`config.mk`:
```
export PLATFORM = sky130hd
export DESIGN_NAME = hcb_decode
export DESIGN_NICKNAME = d
export VERILOG_FILES = /design/src/rtl/core/hcb_pkg.sv /design/src/rtl/core/hcb_decode.sv
export SDC_FILE = /design/constraint.sdc
export NUM_CORES = 1
export LEC_CHECK = 0
export ABC_AREA = 0
export BUFFER_PORTS_ARGS = -buffer_cell sky130_fd_sc_hd__buf_2
export CAP_MARGIN = 30
export CORE_AREA = 3 3 40 42
export DETAILED_ROUTE_END_ITERATION = 10
export DIE_AREA = 0 0 43 45
export GPL_TIMING_DRIVEN = 0
export PLACE_DENSITY = 0.67
export SLEW_MARGIN = 20
export SYNTH_ARGS = -nofsm -noshare
export SYNTH_HDL_FRONTEND = slang
export SYNTH_SLANG_ARGS = --single-unit
```
`constraint.sdc`:
```
create_clock -name vclk -period 2.4
set_clock_uncertainty 0.15 [all_clocks]
set_input_delay 0.48 -clock vclk [all_inputs]
set_output_delay 0.48 -clock vclk [all_outputs]
set_load 0.05 [all_outputs]
```
`src/rtl/core/hcb_pkg.sv`:
```
// shared types, codes and rom contents for the home computer bus block
package hcb_pkg;

  localparam int unsigned MAIN_DEPTH  = 65536;
  localparam int unsigned VIDEO_DEPTH = 64;
  localparam int unsigned BYTE_W      = 8;

  localparam logic [1:0] REQ_READ  = 2'd0;
  localparam logic [1:0] REQ_WRITE = 2'd1;
  localparam logic [1:0] REQ_TICK  = 2'd2;

  localparam logic [1:0] ROUTE_INSIDE  = 2'd0;
  localparam logic [1:0] ROUTE_SOUND   = 2'd1;
  localparam logic [1:0] ROUTE_TIMER_A = 2'd2;
  localparam logic [1:0] ROUTE_TIMER_B = 2'd3;

  localparam logic [1:0] CFG_ROMS  = 2'd0;
  localparam logic [1:0] CFG_LINE  = 2'd1;
  localparam logic [1:0] CFG_FRAME = 2'd2;

  localparam logic [5:0] VREG_CTRL1  = 6'h11;
  localparam logic [5:0] VREG_RASTER = 6'h12;
  localparam logic [5:0] VREG_FLAGS  = 6'h19;
  localparam logic [5:0] VREG_ENABLE = 6'h1A;

  localparam logic [7:0] PORT_DIR_RESET  = 8'h2F;
  localparam logic [7:0] PORT_OUT_RESET  = 8'h37;
  localparam logic [7:0] LINE_CYC_RESET  = 8'd63;
  localparam logic [8:0] FRAME_LIN_RESET = 9'd312;

  localparam logic [7:0] KEY_KERNAL = 8'hE5;
  localparam logic [7:0] KEY_BASIC  = 8'hA5;
  localparam logic [7:0] KEY_GLYPH  = 8'hC5;

  typedef enum logic [3:0] {
    SRC_DIR,
    SRC_PORT,
    SRC_KERNAL,
    SRC_BASIC,
    SRC_GLYPH,
    SRC_VIDEO,
    SRC_FWD,
    SRC_NONE,
    SRC_RAM
  } src_t;

  typedef struct packed {
    src_t       src;
    logic [1:0] route;
    logic [4:0] offset;
    logic [7:0] eff;
  } decode_t;

  function automatic logic [7:0] image_byte(logic [12:0] i, logic [7:0] key);
    image_byte = i[7:0] ^ {3'b000, i[12:8]} ^ key;
  endfunction

endpackage

```
`src/rtl/core/hcb_decode.sv`:
```
// bank and i/o decode from the bus address and the effective port value
module hcb_decode (
  input  logic                 roms_present,
  input  logic [7:0]           port_dir,
  input  logic [7:0]           port_out,
  input  logic [15:0]          address,
  output hcb_pkg::decode_t     dec
);

  logic [7:0] eff;
  logic       lo_ram;
  logic       hi_ram;
  logic       char_en;
  logic       io_on;
  logic       glyph_on;

  assign eff      = port_out | ~port_dir;
  assign lo_ram   = eff[0];
  assign hi_ram   = eff[1];
  assign char_en  = eff[2];
  assign io_on    = char_en && (lo_ram || hi_ram);
  assign glyph_on = roms_present && !char_en && (lo_ram || hi_ram);

  always_comb begin
    dec.eff    = eff;
    dec.src    = hcb_pkg::SRC_RAM;
    dec.route  = hcb_pkg::ROUTE_INSIDE;
    dec.offset = 5'd0;
    priority if (address == 16'h0000) begin
      dec.src = hcb_pkg::SRC_DIR;
    end else if (address == 16'h0001) begin
      dec.src = hcb_pkg::SRC_PORT;
    end else if (address[15:13] == 3'b111 && roms_present && hi_ram) begin
      dec.src = hcb_pkg::SRC_KERNAL;
    end else if (address[15:13] == 3'b101 && roms_present && lo_ram && hi_ram) begin
      dec.src = hcb_pkg::SRC_BASIC;
    end else if (address[15:12] == 4'hD && io_on) begin
      priority if (address[11:6] == 6'd0) begin
        dec.src = hcb_pkg::SRC_VIDEO;
      end else if (address[11:5] == 7'b0100_000) begin
        dec.src    = hcb_pkg::SRC_FWD;
        dec.route  = hcb_pkg::ROUTE_SOUND;
        dec.offset = address[4:0];
      end else if (address[11:8] == 4'hC) begin
        dec.src    = hcb_pkg::SRC_FWD;
        dec.route  = hcb_pkg::ROUTE_TIMER_A;
        dec.offset = {1'b0, address[3:0]};
      end else if (address[11:8] == 4'hD) begin
        dec.src    = hcb_pkg::SRC_FWD;
        dec.route  = hcb_pkg::ROUTE_TIMER_B;
        dec.offset = {1'b0, address[3:0]};
      end else begin
        dec.src = hcb_pkg::SRC_NONE;
      end
    end else if (address[15:12] == 4'hD && glyph_on) begin
      dec.src = hcb_pkg::SRC_GLYPH;
    end else begin
      dec.src = hcb_pkg::SRC_RAM;
    end
  end

endmodule
```
==> results.py, run 1 <==
metrics = {
    "place": {
        "io_buffers": 52,
        "placed_cell_area_um2": 593.1,
        "dp_slack_ns": 0.04147,
        "dp_hpwl_um": 987.2,
        "globalplace.congestion": 0.6757,
    },
    "global_routing": {
        "grt_max_degree": 7,
        "grtUsageTotal": 0.1013,
        "grt_pass1_vias": 425,
        "grt.overflow.total": 0,
        "grt_antenna_before_repair": 0,
        "grt_pass1_wl_um": 1642,
    },
    "sta": {
        "drv_slew": 0,
        "setup_ws_ns": 0.08111,
        "tightest_slew_ns": 0.3991,
        "fin_tns_setup_ns": 0,
        "max_clock_freq_mhz": 431.2,
        "setup_violations": 0,
        "maxSlewHeadroom": 0.7331,
        "period_needed_ns": 2.319,
        "min_period_over_period": 0.9662,
        "hold_viol": 0,
    },
    "yosys": {
        "syn-instance-count": 42,
        "syn_nets": 75,
        "yosysSeqAreaShare": 0,
        "avgSynthCellArea_um2": 6.524,
        "synth_area_um2": 274.0,
        "yosysWarnings": 0,
        "synthDistinctLibCells": 19,
    },
    "worst_hold_path": {
        "hold_class": "in -> out",
        "min_path_cells": 3,
        "hold_start": "port_dir[5]",
        "hold_path_end": "dec[5]",
    },
    "worst_setup_path": {
        "cp.required_ns": 1.77,
        "critPathLaunchType": "input port",
        "endpoint_kind": "output port",
        "cp.arrival_ns": 1.69,
        "worst-setup-path-type": "in -> out",
        "crit_fanout": 6,
        "worstSetupStartpoint": "port_out[1]",
    },
    "power_and_ir_drop": {
        "power_density_nw_per_um2": 174.2,
        "clock_power_share": 0,
        "p_switching_w": 0.00006621,
        "vdd_ir_drop_max_uv": 75.77,
        "switching_share": 0.6315,
        "seq_power_share": 0,
        "power.internal_w": 0.00003864,
        "pwr-share-comb": 1.000,
        "total_leakage_power_nw": 0.3232,
    },
    "die": {
        "die_w_um": 43,
        "start_util": 0.2132,
        "fp-row-count": 13,
        "die_h_um": 45,
        "core-area_um2": 1285,
        "pin_count": 52,
        "die_area_um2": 1935,
    },
    "finish": {
        "drive_gt1_frac": 0.6915,
        "diodes": 0,
        "syn_to_final_growth_pct": 119.6,
        "seq_cells": 0,
        "fillers": 129,
        "clock_buffers": 0,
        "design_area_um2": 601.8,
        "final_common_cell": "buf_2",
        "nets": 129,
        "final_cell_mix": "buf_2 (52), nand2b_1 (6), nor2_1 (4), nand2_1 (4), and2_1 (4)",
        "seq_area_um2": 0,
    },
    "route": {
        "wire_per_inst_um": 9.697,
        "drt-vias-per-instance": 4.550,
        "drc_errors": 0,
        "drtIter0Drc": 1,
        "finalWirelength_um": 1057,
        "detail-route-antenna-nets": 0,
        "firstDrtPassIters": 2,
        "num_vias": 496,
    },
    "job": {
        "max-cap-violations": 0,
    },
    "clock_tree": {
        "hold_buffers": 0,
        "post_cts_buffers": 0,
    },
    "run_status": {
        "outcome": "finished, final reports clean",
    },
}
[cells in the mapped netlist]
cell      instances  area, µm²
nand2b_1          9      56.30
nor2_1            5      18.77
nor3_1            5      25.02
and2_1            4      25.02
nand2_1           4      15.01
nor4_1            2      12.51
a211o_1           1      8.760
and4b_1           1      10.01
inv_1             1      3.750
mux2i_1           1      10.01
nand4_1           1      6.260
nor2b_1           1      6.260
nor3_2            1      10.01
nor3b_1           1      7.510
nor4_4            1      21.27
o211ai_2          1      12.51
o21bai_1          1      7.510
o221a_2           1      11.26
o22ai_1           1      6.260
[per-layer routing]
layer  track usage  vias to the layer above  share of wire
li1              -                      262              -
met1        0.1316                      200           0.39
met2        0.1856                       34           0.46
met3       0.01992                        0           0.15
met4             0                        0              0
met5             0                        -              0
[power groups by stage]
stage / logic [W] / registers, W / clock network, W
2_1_floorplan: 0.0000611 / 0 / 0
3_3_place_gp: 0.000104 / 0 / 0
3_5_place_dp: 0.000105 / 0 / 0
4_1_cts: 0.000105 / 0 / 0
5_1_grt: 0.000112 / 0 / 0
6_report: 0.000105 / 0 / 0
[repair_timing]
action | 4_1_cts | 5_1_grt
setup endpoints to repair | 0 | 5
endpoints found under the hold margin | 0 | 0
gates resized for setup | 0 | 2
[worst max-delay path: stages]
cell      delay, ns
buf_2          0.09
nand2b_2       0.20
o211ai_2       0.38
nor2b_1        0.09
a211o_1        0.24
buf_2          0.21
[through the flow]
step / util / hold slack [ns] / instances / total power [W]
final: 0.4684 / 1.123 / 109 / 0.0001049
after global routing: 0.4684 / 1.133 / 109 / 0.0001123
after CTS: 0.4615 / 1.127 / 109 / 0.0001049
after detailed placement: 0.4615 / 1.126 / 109 / 0.0001046
after global placement: 0.4615 / 1.124 / 109 / 0.0001038
after floorplan: - / 0.9743 / 42 / 0.00006107
[worst max-delay path by stage]
stage | end | slack (ns) | depth (start not counted)
finish | dec[15] | 0.08 | 6
global route | dec[15] | -0.01 | 6
CTS | dec[15] | 0.04 | 6
detailed placement | dec[15] | 0.04 | 6
global placement | dec[8] | 0.08 | 6
floorplan | dec[18] | -0.01 | 3
[cell families (layout without fill, tap and decap cells)]
logic type,Yosys count,after routing,synth area share
muxes,1,1,0.03653
buffers and inverters,1,53,0.01369
and+or+nand+nor,35,35,0.7808
AOI/OAI and AO/OA,5,5,0.1690
[final cells by class]
class,instances,area (µm²),area share
inverters,1,3.754,0.006237
well taps,15,18.77,0.03119
multi-input cells,41,319.1,0.5301
repair buffers,52,260.3,0.4324
Note: power is estimated with default switching activity, not from simulation.
==> run 2: changes to the inputs <==
BUFFER_PORTS_ARGS = not set   (was -buffer_cell sky130_fd_sc_hd__buf_2)
CORE_AREA = 2 2 39 41   (was 3 3 40 42)
DIE_AREA = 0 0 41 43   (was 0 0 43 45)
DONT_BUFFER_PORTS = 1   (was not set)
PLACE_DENSITY = 0.39   (was 0.67)
==> run 2 against run 1 <==
- core utilization is 18 points lower
- critical path depth is 3 lower
- non-clock buffer count is 50 lower
- count of clock-buffer cells in the layout stayed put
- via count is 31% lower
- power is 32% lower
- global-route usage is 1.6 points lower
- worst hold slack worse by 0.18 ns
- die area is 8.9% lower
- fmax is 2.6% higher
- sequential share of layout area stayed put
- worst setup slack better by 0.059 ns
==> results.py, run 2 (synthesis gave the netlist of run 1 again) <==
metrics = {
    "sta": {
        "rsz0062_at_grt": "false",
        "period_needed_ns": 2.260,
        "setup_ws_ns": 0.1403,
        "max_clock_freq_mhz": 442.5,
        "min_period_over_period": 0.9416,
        "setup_violations": 0,
        "tightest_slew_ns": 0.8312,
        "hold_viol": 0,
        "maxSlewHeadroom": 0.4428,
        "drv_slew": 0,
    },
    "place": {
        "globalplace.congestion": 0.5921,
        "dp_slack_ns": -0.05618,
        "dp_cells": 58,
        "io_buffers": 0,
        "placed_cell_area_um2": 334.1,
    },
    "power_and_ir_drop": {
        "power.total_w": 0.00007113,
        "power_density_nw_per_um2": 179.9,
        "total_leakage_power_nw": 0.1644,
        "vdd_ir_drop_max_uv": 61.35,
    },
    "global_routing": {
        "grt_max_degree": 7,
        "grt_pass1_vias": 292,
        "grt_pass1_wl_um": 1131,
        "grtUsageTotal": 0.08509,
        "grt.overflow.total": 0,
        "grt_antenna_before_repair": 0,
    },
    "die": {
        "fp-row-count": 14,
        "start_util": 0.1980,
        "pin_count": 52,
        "die_h_um": 43,
        "die_area_um2": 1763,
        "die_w_um": 41,
        "core-area_um2": 1384,
    },
    "route": {
        "top_layer": "met3",
        "met2_length_um": 423,
        "finalWirelength_um": 890,
        "wl_met3_um": 129,
        "num_vias": 341,
        "drtIter0Drc": 1,
        "firstDrtPassIters": 4,
        "wire_per_inst_um": 14.83,
        "detail-route-antenna-nets": 0,
        "drt-vias-per-instance": 5.683,
        "wl_met1_um": 337,
        "drc_errors": 0,
    },
    "worst_setup_path": {
        "cp.required_ns": 1.77,
        "worstSetupStartpoint": "address[13]",
        "worst-setup-path-type": "in -> out",
        "critPathLaunchType": "input port",
        "endpoint_kind": "output port",
        "crit_fanout": 5,
        "cp.arrival_ns": 1.63,
    },
    "finish": {
        "seq_cells": 0,
        "final_cells": 60,
        "seq_area_um2": 0,
        "final_common_cell": "nand2b_1",
        "fin_util": 0.2857,
        "final_cell_mix": "nand2b_1 (6), nor2_1 (5), nand2_1 (4), and2_1 (4)",
        "nets": 79,
        "design_area_um2": 395.4,
        "diodes": 0,
        "clock_buffers": 0,
        "syn_to_final_growth_pct": 44.29,
        "drive_gt1_frac": 0.3409,
    },
    "run_status": {
        "outcome": "finished, final reports clean",
    },
    "worst_hold_path": {
        "hold_class": "in -> out",
        "hold_start": "port_dir[2]",
    },
    "job": {
        "max-cap-violations": 0,
    },
    "clock_tree": {
        "hold_buffers": 0,
    },
}
-- run 2: changes by cell type in the layout (fill, tap and decap cells not counted) --
cell and delta:
o211ai_4 +1, a211o_2 +1, buf_4 +2, a211o_1 -1, nand2b_2 -3, nor2_2 -1
o221a_4 +1, buf_2 -52, nor3_4 +1, nor2_1 +1, o211ai_2 -1, o221a_2 -1
nor3_2 -1, nand2b_4 +3
-- run 2: path summary, 6_finish.rpt --
check | end | slack, ns | cells past startpoint
max | dec[14] | 0.14 | 3
min | dec[2] | 0.94 | 1
-- run 2: metal layers --
metal / GRT usage / up-vias
li1: - / 162
met1: 0.09873 / 152
met2: 0.1500 / 27
met3: 0.03141 / 0
met4: 0 / 0
met5: 0 / -
-- run 2: stage by stage --
stage	TNS (ns)	hold slack, ns
after floorplan	-0.01417	0.9743
after global placement	-0.1138	0.9850
after detailed placement	-0.1166	0.9843
after CTS	-0.2584	0.9900
after global routing	0	0.9414
final	0	0.9388
-- run 2: area by class of cell --
cell class	count	area, µm²
fill	158	988.4
tap	16	20.02
inverter	1	3.754
multi-input combinational	41	356.6
timing repair buffer	2	15.01
-- run 2: repair_timing --
item | 4_1_cts | 5_1_grt
endpoints found under the setup margin | 5 | 8
cloned | 0 | 0
resized for setup | 1 | 7
pin swaps | 1 | 2
buffers inserted | 0 | 2
-- run 2: where the power goes --
group / internal (W) / total [W] / switching (W) / leakage (nW)
Clock: 0 / 0 / 0 / 0
Sequential: 0 / 0 / 0 / 0
Combinational: 0.0000174 / 0.0000711 / 0.0000537 / 0.164
-- run 2: critical path: stages --
cell and delay [ns]:
and4b_1 0.32, o211ai_4 0.13, nor3_2 0.69
==> run 3: changes to the inputs <==
clock period = 2.8 ns   (was 2.4 ns; I/O delays follow)
==> run 3 against run 2 <==
- via count shrank 6.2%
- wire length fell by 5.4%
- worst hold slack gained 0.21 ns
- flip-flop and latch count did not move
- first-iteration DRC count up 100%
- combinational power is 23% lower
- cell count fell by 1.7%
- sequential share of layout area is the same
- power decreased by 23%
- non-clock buffer count shrank 1
- core utilization fell by 4.3 points
- die area did not move
- critical path type unchanged
- largest power group unchanged
==> results.py, run 3 (synthesis gave the netlist of run 1 again) <==
metrics = {
    "run_status": {
        "outcome": "finished, final reports clean",
    },
    "route": {
        "finalWirelength_um": 842,
        "drt-vias-per-instance": 5.424,
        "num_vias": 320,
        "drtIter0Drc": 2,
        "drc_errors": 0,
        "detail-route-antenna-nets": 0,
        "firstDrtPassIters": 4,
        "wire_per_inst_um": 14.27,
    },
    "sta": {
        "drv_slew": 0,
        "hold_viol": 0,
        "rsz0062_at_grt": "false",
        "min_period_over_period": 0.9273,
        "maxSlewHeadroom": 0.4311,
        "setup_violations": 0,
        "setup_ws_ns": 0.2037,
        "period_needed_ns": 2.596,
        "max_clock_freq_mhz": 385.2,
        "tightest_slew_ns": 0.8487,
        "fin_tns_setup_ns": 0,
    },
    "finish": {
        "fin_util": 0.2423,
        "drive_gt1_frac": 0.2791,
        "seq_area_um2": 0,
        "fillers": 164,
        "multi_input_area_um2": 304.0,
        "nets": 78,
        "final_cells": 59,
        "final_cell_mix": "nand2b_1 (6), nor2_1 (5), nand2_1 (4), nor3_2 (4), and2_1 (4)",
        "clock_buffers": 0,
        "seq_cells": 0,
        "final_common_cell": "nand2b_1",
        "syn_to_final_growth_pct": 22.37,
        "diodes": 0,
    },
    "global_routing": {
        "grt_pass1_vias": 290,
        "grt_max_degree": 7,
        "grtUsageTotal": 0.08900,
        "grt_antenna_before_repair": 0,
        "grt_pass1_wl_um": 1186,
        "grt.overflow.total": 0,
    },
    "power_and_ir_drop": {
        "switching_share": 0.7786,
        "pwr-share-comb": 1.000,
        "clock_power_share": 0,
        "power.internal_w": 0.00001218,
        "vdd_ir_drop_max_uv": 46.06,
        "p_switching_w": 0.00004283,
        "total_leakage_power_nw": 0.1068,
        "seq_power_share": 0,
        "power_density_nw_per_um2": 164.0,
    },
    "clock_tree": {
        "post_cts_buffers": 0,
        "hold_buffers": 0,
        "post_cts_resized": 3,
    },
    "die": {
        "die_area_um2": 1763,
        "die_w_um": 41,
        "fp-row-count": 14,
        "core-area_um2": 1384,
        "start_util": 0.1980,
        "die_h_um": 43,
        "pin_count": 52,
    },
    "worst_setup_path": {
        "endpoint_kind": "output port",
        "crit_fanout": 5,
        "cp.arrival_ns": 1.89,
        "critPathLaunchType": "input port",
        "worst-setup-path-type": "in -> out",
        "cp.required_ns": 2.09,
    },
    "place": {
        "dp_slack_ns": -0.1752,
        "io_buffers": 0,
        "globalplace.congestion": 0.5770,
        "dp_hpwl_um": 778,
        "dp_cells": 59,
    },
    "job": {
        "max-cap-violations": 0,
    },
    "worst_hold_path": {
        "hold_class": "in -> out",
    },
}
-- run 3: layout make-up --
type / count / share of cell area
tap: 16 / 0.05970
multi-input combinational: 41 / 0.9067
timing repair buffer: 1 / 0.02239
inverter: 1 / 0.01119
-- run 3: power by group through the flow --
stage	combinational, W	clock (W)	sequential (W)
CTS	0.0000551	0	0
detailed placement	0.0000536	0	0
global route	0.0000582	0	0
finish	0.0000550	0	0
global placement	0.0000515	0	0
floorplan	0.0000492	0	0
-- run 3: final timing paths --
check | startpoint | endpoint | slack [ns] | depth (start not counted)
setup / recovery | port_out[0] | dec[18] | 0.20 | 3
hold / removal | address[4] | dec[12] | 1.15 | 2
-- run 3: worst max-delay path: stages --
cell and delay, ns:
nand2b_2 0.33, o221a_2 0.47, nor3_4 0.53
-- run 3: stage by stage --
step | total power, W | area (µm²) | hold WS (ns)
after floorplan | 0.00004923 | 279.0 | 1.196
after global placement | 0.00005154 | 299.0 | 1.209
after detailed placement | 0.00005358 | 321.6 | 1.147
after CTS | 0.00005507 | 332.8 | 1.149
after global routing | 0.00005816 | 335.3 | 1.166
final | 0.00005501 | 335.3 | 1.146
-- run 3: layer usage --
metal  GRT usage  routed length (µm)  vias up
li1            -                   -      157
met1      0.1175                 306      140
met2      0.1531                 438       23
met3     0.01571                  97        0
met4           0                   0        0
met5           0                   0        -
