**src/rtl/core/hcb_ram.sv**
```systemverilog
// generic simple dual port ram with registered read
module hcb_ram #(
  parameter int unsigned WIDTH = 8,
  parameter int unsigned DEPTH = 64
) (
  input  logic                     clk,
  input  logic                     wen,
  input  logic [$clog2(DEPTH)-1:0] waddr,
  input  logic [WIDTH-1:0]         wdata,
  input  logic [$clog2(DEPTH)-1:0] raddr,
  output logic [WIDTH-1:0]         rdata
);

  logic [WIDTH-1:0] mem [DEPTH];

  always_ff @(posedge clk) begin
    if (wen) begin
      mem[waddr] <= wdata;
    end
    rdata <= mem[raddr];
  end

endmodule

```
**config.mk**
```make
export PLATFORM = sky130hd
export DESIGN_NAME = hcb_ram
export DESIGN_NICKNAME = d
export VERILOG_FILES = /design/src/rtl/core/hcb_ram.sv
export SDC_FILE = /design/constraint.sdc
export NUM_CORES = 1
export LEC_CHECK = 0
export ABC_CLOCK_PERIOD_IN_PS = 5800
export BUFFER_PORTS_ARGS = -buffer_cell sky130_fd_sc_hd__buf_2
export CELL_PAD_IN_SITES_DETAIL_PLACEMENT = 2
export CELL_PAD_IN_SITES_GLOBAL_PLACEMENT = 2
export CORE_MARGIN = 4
export CORE_UTILIZATION = 54
export DETAILED_ROUTE_END_ITERATION = 10
export GPL_ROUTABILITY_DRIVEN = 1
export PLACE_DENSITY_LB_ADDON = 0.15
export SLEW_MARGIN = 20
export SYNTH_ARGS = -nofsm -noshare
export SYNTH_HDL_FRONTEND = slang
export SYNTH_SLANG_ARGS = --single-unit
export TNS_END_PERCENT = 10
```
**constraint.sdc**
```tcl
create_clock -name clk -period 5.8 [get_ports clk]
set_clock_uncertainty 0.15 [all_clocks]
set_input_delay 0.58 -clock clk [delete_from_list [all_inputs] [get_ports clk]]
set_output_delay 0.58 -clock clk [all_outputs]
set_load 0.01 [all_outputs]
```
==> flow_metrics.tcl, run 1 <==
set metrics [dict create \
    die_y_um 201 \
    cp-startpoint "raddr[0]" \
    power.leakage_nw 6.90 \
    hold_viol 0 \
    cts_max_level 2 \
    synthDistinctLibCells 40 \
    die_area_mm2 0.0405 \
    rsz0062_at_grt "no" \
    comb_power_share_pct 5.2 \
    worstMarginPinSlew_ps 1130 \
    insertion_delay_ps 600 \
    io_buffers 29 \
    synthTopCellsByCount "edfxtp_1 (512), mux4_2 (126), nor2_1 (83)" \
    critPathCaptureType "flop" \
    firstDrtPassIters 6 \
    core_mm2 0.0367 \
    grt_pass1_vias 10900 \
    final_cells 1488 \
    cts_setup_buffers 0 \
    routabilityCongestion 0.817 \
    min_from "raddr[5]" \
    clockBufferDepth 3 \
    cts_tree "yes" \
    worstSetupPathType "input pin to flop" \
    antenna_cells 0 \
    rows 70 \
    dpl_worst_slack_ps 1990 \
    cts-root-buf "clkbuf_16" \
    finalCriticalPeriod_ps 3050 \
    place_area_mm2 0.0207 \
    antenna_left 0 \
    synthArstFlopShare_pct 0 \
    crit_arrival_ps 3310 \
    dr.first_iter.drc_count 1286 \
    grt_pass1_wl_um 84500 \
    synthToLayoutAreaGrowth_pct 10.5 \
    ir_drop_mv 0.299 \
    synth_edf_count 512 \
    dp_cells 1395 \
    swShare_pct 21.9 \
    synth_top_flop_cell "edfxtp_1" \
    holdBufCountCts 0 \
    drive_above_1_share_pct 24.4 \
    ys_seq_elements 520 \
    synth_top_cell_area_share_pct 76.2 \
    ioPinCount 30 \
    pwr-share-clk_pct 41.3 \
    yosysMostFrequentCell "edfxtp_1" \
    reg2reg_from "mem[40][2]" \
    final_area_mm2 0.0223 \
    grt_overflow 0 \
    wire_per_inst_um 39.2 \
    p_per_area_mw_per_mm2 350 \
    finalMaxSlewViolations 0 \
    min_path_type "input pin to flop" \
    worstPathRequired_ps 6060 \
    yosysTopAreaCell "edfxtp_1" \
    cts_resized 0 \
    fmax_mhz 328 \
    avgSynthCellArea_um2 21.5 \
    cap_violations 0 \
    critPathMaxFanout 77 \
    fin_tns_setup_ps 0 \
    cts_made_buffers 51 \
    fin_crit_sh_pct 52.5 \
    max_slew_margin_pct 24.4 \
    power_switching_mw 1.71 \
    clkSinkCount 520 \
    viasPerCell 6.82 \
    p_int_mw 6.10 \
    syn_nets 962 \
    synth_seq_area_share_pct 77.0 \
    worst_slack_ps 2750 \
    synth_warnings 0 \
    gr-usage-all-layers_pct 29.2 \
    initial_core_util_pct 55.0 \
    syn_inst 940 \
    setup_viol 0 \
    antenna_found_initial 1 \
    path_clk_slew_ps 70 \
    ys_top_cells_by_area "edfxtp_1 (76%), mux4_2 (14%), nor2_1 (1.5%)" \
    nNetsFinal 1003 \
    status "completed" \
    syn_area_mm2 0.0202 \
    cp-start-kind "input pin" \
    grt_max_degree 78 \
    drc 0 \
    seqPwrFrac_pct 53.5 \
    drt_wl_total_um 58300 \
    vias 10100 \
    die_x_um 201 \
    hpwl_um 33200 \
]
==> critical path: stages <==
cell       delay [ps]
clkbuf_8          720
mux4_2            600
nor2b_1           180
a2111oi_1         910
o41ai_1           250
==> state kept, by name, indices dropped and copies added (netlist names) <==
name	cells
rdata	8
mem	512
==> through the flow <==
step	hold slack (ps)	utilization, %	total power [mW]
CTS	291	60.7	7.86
floorplan	529	-	4.47
global placement	653	56.4	4.62
detailed placement	706	56.4	4.65
finish	340	60.7	7.81
global route	317	60.7	8.04
==> final cells by class <==
class / instances / area (um2)
clock buffers: 69 / 1390
clock inverters: 23 / 176
fillers: 2803 / 14400
multi-input cells: 369 / 4330
flip-flops and latches: 520 / 15500
well taps: 468 / 586
repair buffers: 39 / 277
==> power groups by stage <==
stage               combinational, mW  clock (mW)  sequential, mW
floorplan                       0.222           0            4.25
global placement                0.364           0            4.25
detailed placement              0.392           0            4.26
CTS                             0.402        3.28            4.18
global route                    0.424        3.44            4.18
finish                          0.403        3.23            4.18
==> cells by family after synthesis <==
kind of cell    share of synthesized area, %
buf+inv                                 1.57
simple gates                            3.39
flops                                   77.0
compound gates                          2.07
mux                                     15.9
==> worst paths after layout <==
check                  end  slack (ps)  depth (start not counted)
setup / recovery  rdata[5]        2750                          5
hold / removal    rdata[2]         340                          3
setup reg to reg  rdata[2]        3210                          4
hold reg to reg   rdata[1]         810                          4
==> routing by layer <==
metal	vias to the layer above	part of all wire, %	wire [um]	track usage (%)
met5	-	0.017	10	0
li1	4000	-	-	-
met4	2	3.9	2290	10.8
met1	5551	40	23100	40.1
met2	471	50	28900	47.6
met3	121	6.9	4020	5.56
==> cells in the final DEF (no fill, tap or decap), types with 9 or more instances in the layout <==
cell       netlist  final
mux2i_1         23     23
buf_2           11     22
clkbuf_16        0     53
nand2_1         19     19
clkinv_1         0     11
mux4_2         126    126
nor2_1          83     81
clkinv_2         0      9
mux2_2          13     13
nor2b_1         14     14
clkbuf_1        17     16
buf_4           13     13
nand3_1         13     13
edfxtp_1       512    512
No activity file was read; power rests on OpenSTA's default activity.
==> run 2, diff against run 1 <==
--- a/config.mk
+++ b/config.mk
@@ -5,12 +5,13 @@
 export SDC_FILE = /design/constraint.sdc
 export NUM_CORES = 1
 export LEC_CHECK = 0
-export ABC_CLOCK_PERIOD_IN_PS = 5800
+export ABC_AREA = 1
+export ABC_CLOCK_PERIOD_IN_PS = 3000
 export BUFFER_PORTS_ARGS = -buffer_cell sky130_fd_sc_hd__buf_2
 export CELL_PAD_IN_SITES_DETAIL_PLACEMENT = 2
 export CELL_PAD_IN_SITES_GLOBAL_PLACEMENT = 2
 export CORE_MARGIN = 4
-export CORE_UTILIZATION = 54
+export CORE_UTILIZATION = 44
 export DETAILED_ROUTE_END_ITERATION = 10
 export GPL_ROUTABILITY_DRIVEN = 1
 export PLACE_DENSITY_LB_ADDON = 0.15
==> constraint.sdc (replaced) <==
create_clock -name clk -period 3 [get_ports clk]
set_clock_uncertainty 0.15 [all_clocks]
set_input_delay 0.3 -clock clk [delete_from_list [all_inputs] [get_ports clk]]
set_output_delay 0.3 -clock clk [all_outputs]
set_load 0.01 [all_outputs]
==> run 2 against run 1 <==
  * Die area increased by 29%
  * Count of clock-buffer cells in the layout increased by 7
  * Highest routed layer is now met4
  * Power is 110% higher
  * Wire length rose by 25%
  * Final cell count is 71% higher
  * Synthesized cell count up 92%
  * First-iteration DRC count shrank 5.0%
  * Critical endpoint is now mem[23][2]
  * Largest power group unchanged
==> flow_metrics.tcl, run 2 <==
set metrics [dict create \
    synthArstFlopShare_pct 0 \
    synthDistinctLibCells 16 \
    hold_depth 1 \
    gr-usage-all-layers_pct 27.7 \
    ys_seq_elements 520 \
    antenna_cells 0 \
    syn_inst 1805 \
    rows 80 \
    pwr-share-clk_pct 42.9 \
    max_stage_delay_ps 950 \
    slowest_stage "nor2_1" \
    power_switching_mw 3.73 \
    drc 0 \
    seqPwrFrac_pct 50.4 \
    routabilityCongestion 0.814 \
    reg2reg_from "mem[51][6]" \
    critPathCaptureType "flop" \
    dp_cells 2441 \
    total_power_mw 16.0 \
    synth_seq_area_share_pct 72.8 \
    ys_top_cells_by_area "edfxtp_1 (72%), nand2_1 (11%), nand3_1 (10%)" \
    syn_area_mm2 0.0213 \
    reg_top3 "mem (512), rdata (8)" \
    synth_top_flop_cell "edfxtp_1" \
    grt_pass1_wl_um 108000 \
    cp-start-kind "input pin" \
    synthTopCellsByCount "nand2_1 (648), edfxtp_1 (512), nand3_1 (439)" \
    core_mm2 0.0478 \
    insertion_delay_ps 620 \
    firstDrtPassIters 5 \
    nNetsFinal 1907 \
    grt_max_degree 101 \
    largest_register_ffs 512 \
    initial_core_util_pct 44.6 \
    top_register "mem" \
    path_clk_slew_ps 60 \
    swShare_pct 23.3 \
    rsz0062_at_grt "no" \
    yosysMostFrequentCell "nand2_1" \
    p_per_area_mw_per_mm2 660 \
    reg2reg_to "rdata[6]" \
    layout_common_cells "nand2_1 (648), edfxtp_1 (512), nand3_1 (439)" \
    cap_violations 0 \
    yosysTopAreaCell "edfxtp_1" \
    fin_tns_setup_ps 0 \
    synth_warnings 0 \
    worstMarginPinSlew_ps 987 \
    drive_above_1_share_pct 11.0 \
    avgSynthCellArea_um2 11.8 \
    antenna_found_initial 0 \
    worstSetupPathType "input pin to flop" \
    grt_pass1_vias 16200 \
    worst-r2r-cell-count 8 \
    drt_wl_total_um 72900 \
    crit_arrival_ps 2170 \
    cts-root-buf "clkbuf_16" \
    worstPathRequired_ps 3090 \
    max_slew_margin_pct 33.9 \
    hold_viol 0 \
    final_common_cell "nand2_1" \
    cts_max_level 2 \
    final_cells 2546 \
    ioPinCount 30 \
    viasPerCell 5.86 \
    syn_nets 1827 \
    cp-startpoint "waddr[1]" \
    vias 14900 \
    grt_overflow 0 \
    ir_drop_mv 0.552 \
    synth_top_cell_area_share_pct 72.0 \
    cts_made_buffers 55 \
    min_from "wdata[4]" \
    clkSinkCount 520 \
    power.leakage_nw 8.86 \
    dr.first_iter.drc_count 1222 \
    setup_viol 0 \
    antenna_left 0 \
    die_area_mm2 0.0521 \
    cts_tree "yes" \
    ff2ff_setup_slack_ps 1360 \
    cts_setup_buffers 0 \
    final_core_util_pct 50.7 \
    io_buffers 29 \
    fmax_mhz 481 \
    die_x_um 228 \
    fill_cells 4721 \
    die_y_um 228 \
    finalCriticalPeriod_ps 2080 \
    synthToLayoutAreaGrowth_pct 13.7 \
    status "completed" \
    wire_per_inst_um 28.6 \
    p_int_mw 12.3 \
    fin_crit_sh_pct 69.3 \
    whs_endpoint "mem[60][4]" \
    finalMaxSlewViolations 0 \
    path_cells "buf_2, nand4_1, nor2_1" \
    clockBufferDepth 3 \
    critPathMaxFanout 9 \
    min_path_type "input pin to flop" \
    comb_power_share_pct 6.7 \
    synth_edf_count 512 \
    hpwl_um 44700 \
]
[run 2: changes by cell type in the layout (fill, tap and decap cells not counted), moves of 9 or more]
| cell | delta |
|---|---|
| buf_12 | +15 |
| nor2_1 | -25 |
| nor2b_1 | -14 |
| nand2_1 | +629 |
| mux4_2 | -126 |
| mux2_2 | -13 |
| nand3_1 | +426 |
| inv_1 | +9 |
| mux2i_1 | -23 |
| buf_4 | +76 |
[run 2: how the worst max path moves through the flow]
stage                 endpoint  depth (start not counted)
finish              mem[23][2]                          3
CTS                 mem[23][1]                          3
global route        mem[23][4]                          3
global placement    mem[23][5]                          3
detailed placement  mem[23][5]                          3
floorplan           mem[48][0]                          3
[run 2: through the flow]
stage               worst slack (ps)  hold WS, ps  instance area, um2
global route                     893         67.8               24300
finish                           922         80.7               24300
CTS                              955         53.0               24300
floorplan                        784          249               21300
detailed placement               314          564               22500
global placement                 344          545               22500
[run 2: cells by family (layout without fill, tap and decap cells)]
logic type	Yosys count	after routing	share of synthesized area [%]
and+or+nand+nor	1160	1160	23.2
DFF	520	520	72.8
buffers and inverters	125	251	4.02
[run 2: repair_timing]
action | 4_1_cts | 5_1_grt
hold buffers | 2 | 0
resized for setup | 0 | 0
hold endpoints to repair | 16 | 0
[run 2: layer usage]
metal	track usage, %	vias to the layer above	part of all wire, %
met5	0	-	0
li1	-	6509	-
met1	35.4	7811	41
met3	3.73	151	4.7
met2	47.9	448	50
met4	11.3	0	4.1
[run 2: power groups by stage]
stage | clock, mW | sequential (mW) | combinational (mW)
final | 6.87 | 8.08 | 1.08
after global routing | 7.25 | 8.08 | 1.17
after CTS | 6.98 | 8.08 | 1.09
after detailed placement | 0 | 8.23 | 1.07
after global placement | 0 | 8.23 | 1.01
after floorplan | 0 | 8.22 | 0.565
[run 2: final cells by class]
cell class / instances / area, um2 / share of cell area (%)
flip-flops and latches: 520 / 15500 / 64.0
multi-input cells: 1160 / 4950 / 20.4
clock buffers: 76 / 1540 / 6.34
repair buffers: 136 / 1180 / 4.85
well taps: 615 / 769 / 3.17
clock inverters: 27 / 249 / 1.03
inverters: 12 / 55.1 / 0.227
[run 2: critical path, delay by kind of cell]
family | cells | cell delay, ps
simple gates | 2 | 1640
buf+inv | 1 | 220
==> run 3, diff against run 2 <==
--- a/config.mk
+++ b/config.mk
@@ -5,13 +5,13 @@
 export SDC_FILE = /design/constraint.sdc
 export NUM_CORES = 1
 export LEC_CHECK = 0
-export ABC_AREA = 1
-export ABC_CLOCK_PERIOD_IN_PS = 3000
+export ABC_AREA = 0
+export ABC_CLOCK_PERIOD_IN_PS = 1790
 export BUFFER_PORTS_ARGS = -buffer_cell sky130_fd_sc_hd__buf_2
 export CELL_PAD_IN_SITES_DETAIL_PLACEMENT = 2
 export CELL_PAD_IN_SITES_GLOBAL_PLACEMENT = 2
 export CORE_MARGIN = 4
-export CORE_UTILIZATION = 44
+export CORE_UTILIZATION = 45
 export DETAILED_ROUTE_END_ITERATION = 10
 export GPL_ROUTABILITY_DRIVEN = 1
 export PLACE_DENSITY_LB_ADDON = 0.15
==> constraint.sdc (replaced) <==
create_clock -name clk -period 1.79 [get_ports clk]
set_clock_uncertainty 0.15 [all_clocks]
set_input_delay 0.179 -clock clk [delete_from_list [all_inputs] [get_ports clk]]
set_output_delay 0.179 -clock clk [all_outputs]
set_load 0.01 [all_outputs]
==> run 3 against run 2 <==
  * The run now ends with negative setup slack left
  * Highest routed layer unchanged
  * Worst setup slack worse by 1200 ps
  * Die area is 7.3% lower
  * First-iteration DRC count is 14% lower
  * Power is 64% higher
  * Wire length is 19% lower
  * Critical endpoint is now rdata[0]
==> flow_metrics.tcl, run 3 (same netlist as run 1, synthesis figures left out) <==
set metrics [dict create \
    cts_max_level 2 \
    critPathMaxFanout 1 \
    nNetsFinal 1193 \
    die_x_um 220 \
    worst_slack_ps -304 \
    cts_setup_buffers 0 \
    synthToLayoutAreaGrowth_pct 20.3 \
    vias 10700 \
    antenna_left 0 \
    grt_pass1_wl_um 85800 \
    reg_top3 "mem (512), rdata (8)" \
    drc 0 \
    critPathCaptureType "flop" \
    top_register "mem" \
    max_slew_margin_pct 43.2 \
    grt_max_degree 65 \
    fill_cells 3678 \
    io_buffers 29 \
    gr-usage-all-layers_pct 25.0 \
    cts_tree "yes" \
    ioPinCount 30 \
    clockBufferDepth 3 \
    reg2reg_to "rdata[0]" \
    cts-root-buf "clkbuf_16" \
    dr.first_iter.drc_count 1046 \
    multiInputGateArea_mm2 0.00444 \
    cts_made_buffers 54 \
    antenna_found_initial 1 \
    rows 77 \
    setup_viol 8 \
    insertion_delay_ps 600 \
    final_core_util_pct 54.9 \
    rsz0062_at_grt "yes" \
    worstPathRequired_ps 2120 \
    cap_violations 0 \
    fin_tns_setup_ps -1940 \
    reg2reg_from "mem[11][0]" \
    firstDrtPassIters 5 \
    ff2ff_setup_slack_ps -300 \
    path_clk_slew_ps 60 \
    clkSinkCount 520 \
    layout_common_cells "edfxtp_1 (512), buf_4 (181), mux4_2 (126)" \
    whs_ps 15.5 \
    power.leakage_nw 8.01 \
    total_power_mw 26.3 \
    hpwl_um 37900 \
    core_mm2 0.0442 \
    whs_endpoint "rdata[5]" \
    ir_drop_mv 0.881 \
    worst-r2r-cell-count 5 \
    crit_arrival_ps 2430 \
    worstMarginPinSlew_ps 852 \
    worstSetupPathType "flop to flop" \
    drive_above_1_share_pct 37.5 \
    wire_per_inst_um 32.8 \
    fmax_mhz 477 \
    status "finished with violations" \
    antenna_cells 0 \
    min_from "raddr[5]" \
    min_path_type "input pin to flop" \
    seqCellArea_mm2 0.0155 \
    hold_depth 5 \
    final_common_cell "edfxtp_1" \
    initial_core_util_pct 45.6 \
    die_area_mm2 0.0483 \
    violations "negative setup slack" \
    fin_crit_sh_pct 117 \
    finalCriticalPeriod_ps 2090 \
    largest_register_ffs 512 \
    p_per_area_mw_per_mm2 1080 \
    viasPerCell 5.93 \
    die_y_um 220 \
    hold_viol 0 \
    finalMaxSlewViolations 0 \
    routabilityCongestion 0.787 \
    drt_wl_total_um 59300 \
    grt_pass1_vias 11800 \
    grt_overflow 0 \
    cp-start-kind "flop" \
]
==> run 3: cell types whose count changed in the layout (fill, tap and decap cells not counted), sizes merged, moves of 7 or more <==
cell    before  now
o221ai       0    8
nor2b        0   14
nand4        9    2
nor2        56   83
buf        133  221
mux2         0   13
inv         12    1
nand2b       0    7
nand2      648   19
mux2i        0   23
mux4         0  126
o22ai        0    8
nand3      439   13
nor3         0    7
==> run 3: where the power goes <==
| part | leakage [nW] | switching [mW] | internal (mW) |
|---|---|---|---|
| clock | 0.853 | 4.68 | 6.44 |
| sequential | 4.67 | 0.0537 | 13.5 |
| combinational | 2.48 | 0.944 | 0.658 |
==> run 3: metal layers <==
metal | global-route usage (%) | routed length (um)
met1 | 33.9 | 24100
met2 | 41.8 | 29700
met3 | 4.78 | 3590
met4 | 7.33 | 1860
met5 | 0 | 0
==> run 3: metrics by stage <==
stage	cell area [um2]	cells	setup slack, ps
6_report	24300	1805	-304
4_1_cts	24200	1801	-325
2_1_floorplan	20200	940	-87.5
3_5_place_dp	22400	1704	-902
3_3_place_gp	22400	1704	-851
5_1_grt	24300	1805	-341
==> run 3: layout make-up <==
cell class,instances,area share (%)
Tap cell,592,3.05
Clock buffer,73,6.20
Timing Repair Buffer,226,7.48
Multi-Input combinational cell,369,18.3
Clock inverter,25,0.934
Sequential cell,520,64.0
==> run 3: worst max-delay path: stages (launching register included) <==
cell and delay (ps):
edfxtp_1 380, mux4_2 530, mux4_2 580, nor2_4 150, nor3_2 60, o2bb2ai_1 140
==> run 3: worst max-delay path by stage <==
stage | slack, ps | from | to | cells past startpoint
floorplan | -90 | raddr[0] | rdata[7] | 7
CTS | -330 | mem[21][6] | rdata[6] | 6
finish | -300 | mem[11][0] | rdata[0] | 5
detailed placement | -900 | raddr[0] | rdata[7] | 6
global placement | -850 | raddr[0] | rdata[7] | 6
global route | -340 | mem[10][2] | rdata[2] | 5
==> run 3: repair_timing <==
action                                  4_1_cts  5_1_grt
endpoints found under the hold margin         6        3
gates resized for setup                      19        4
endpoints found under the setup margin        8        8
pin swaps                                     2        4
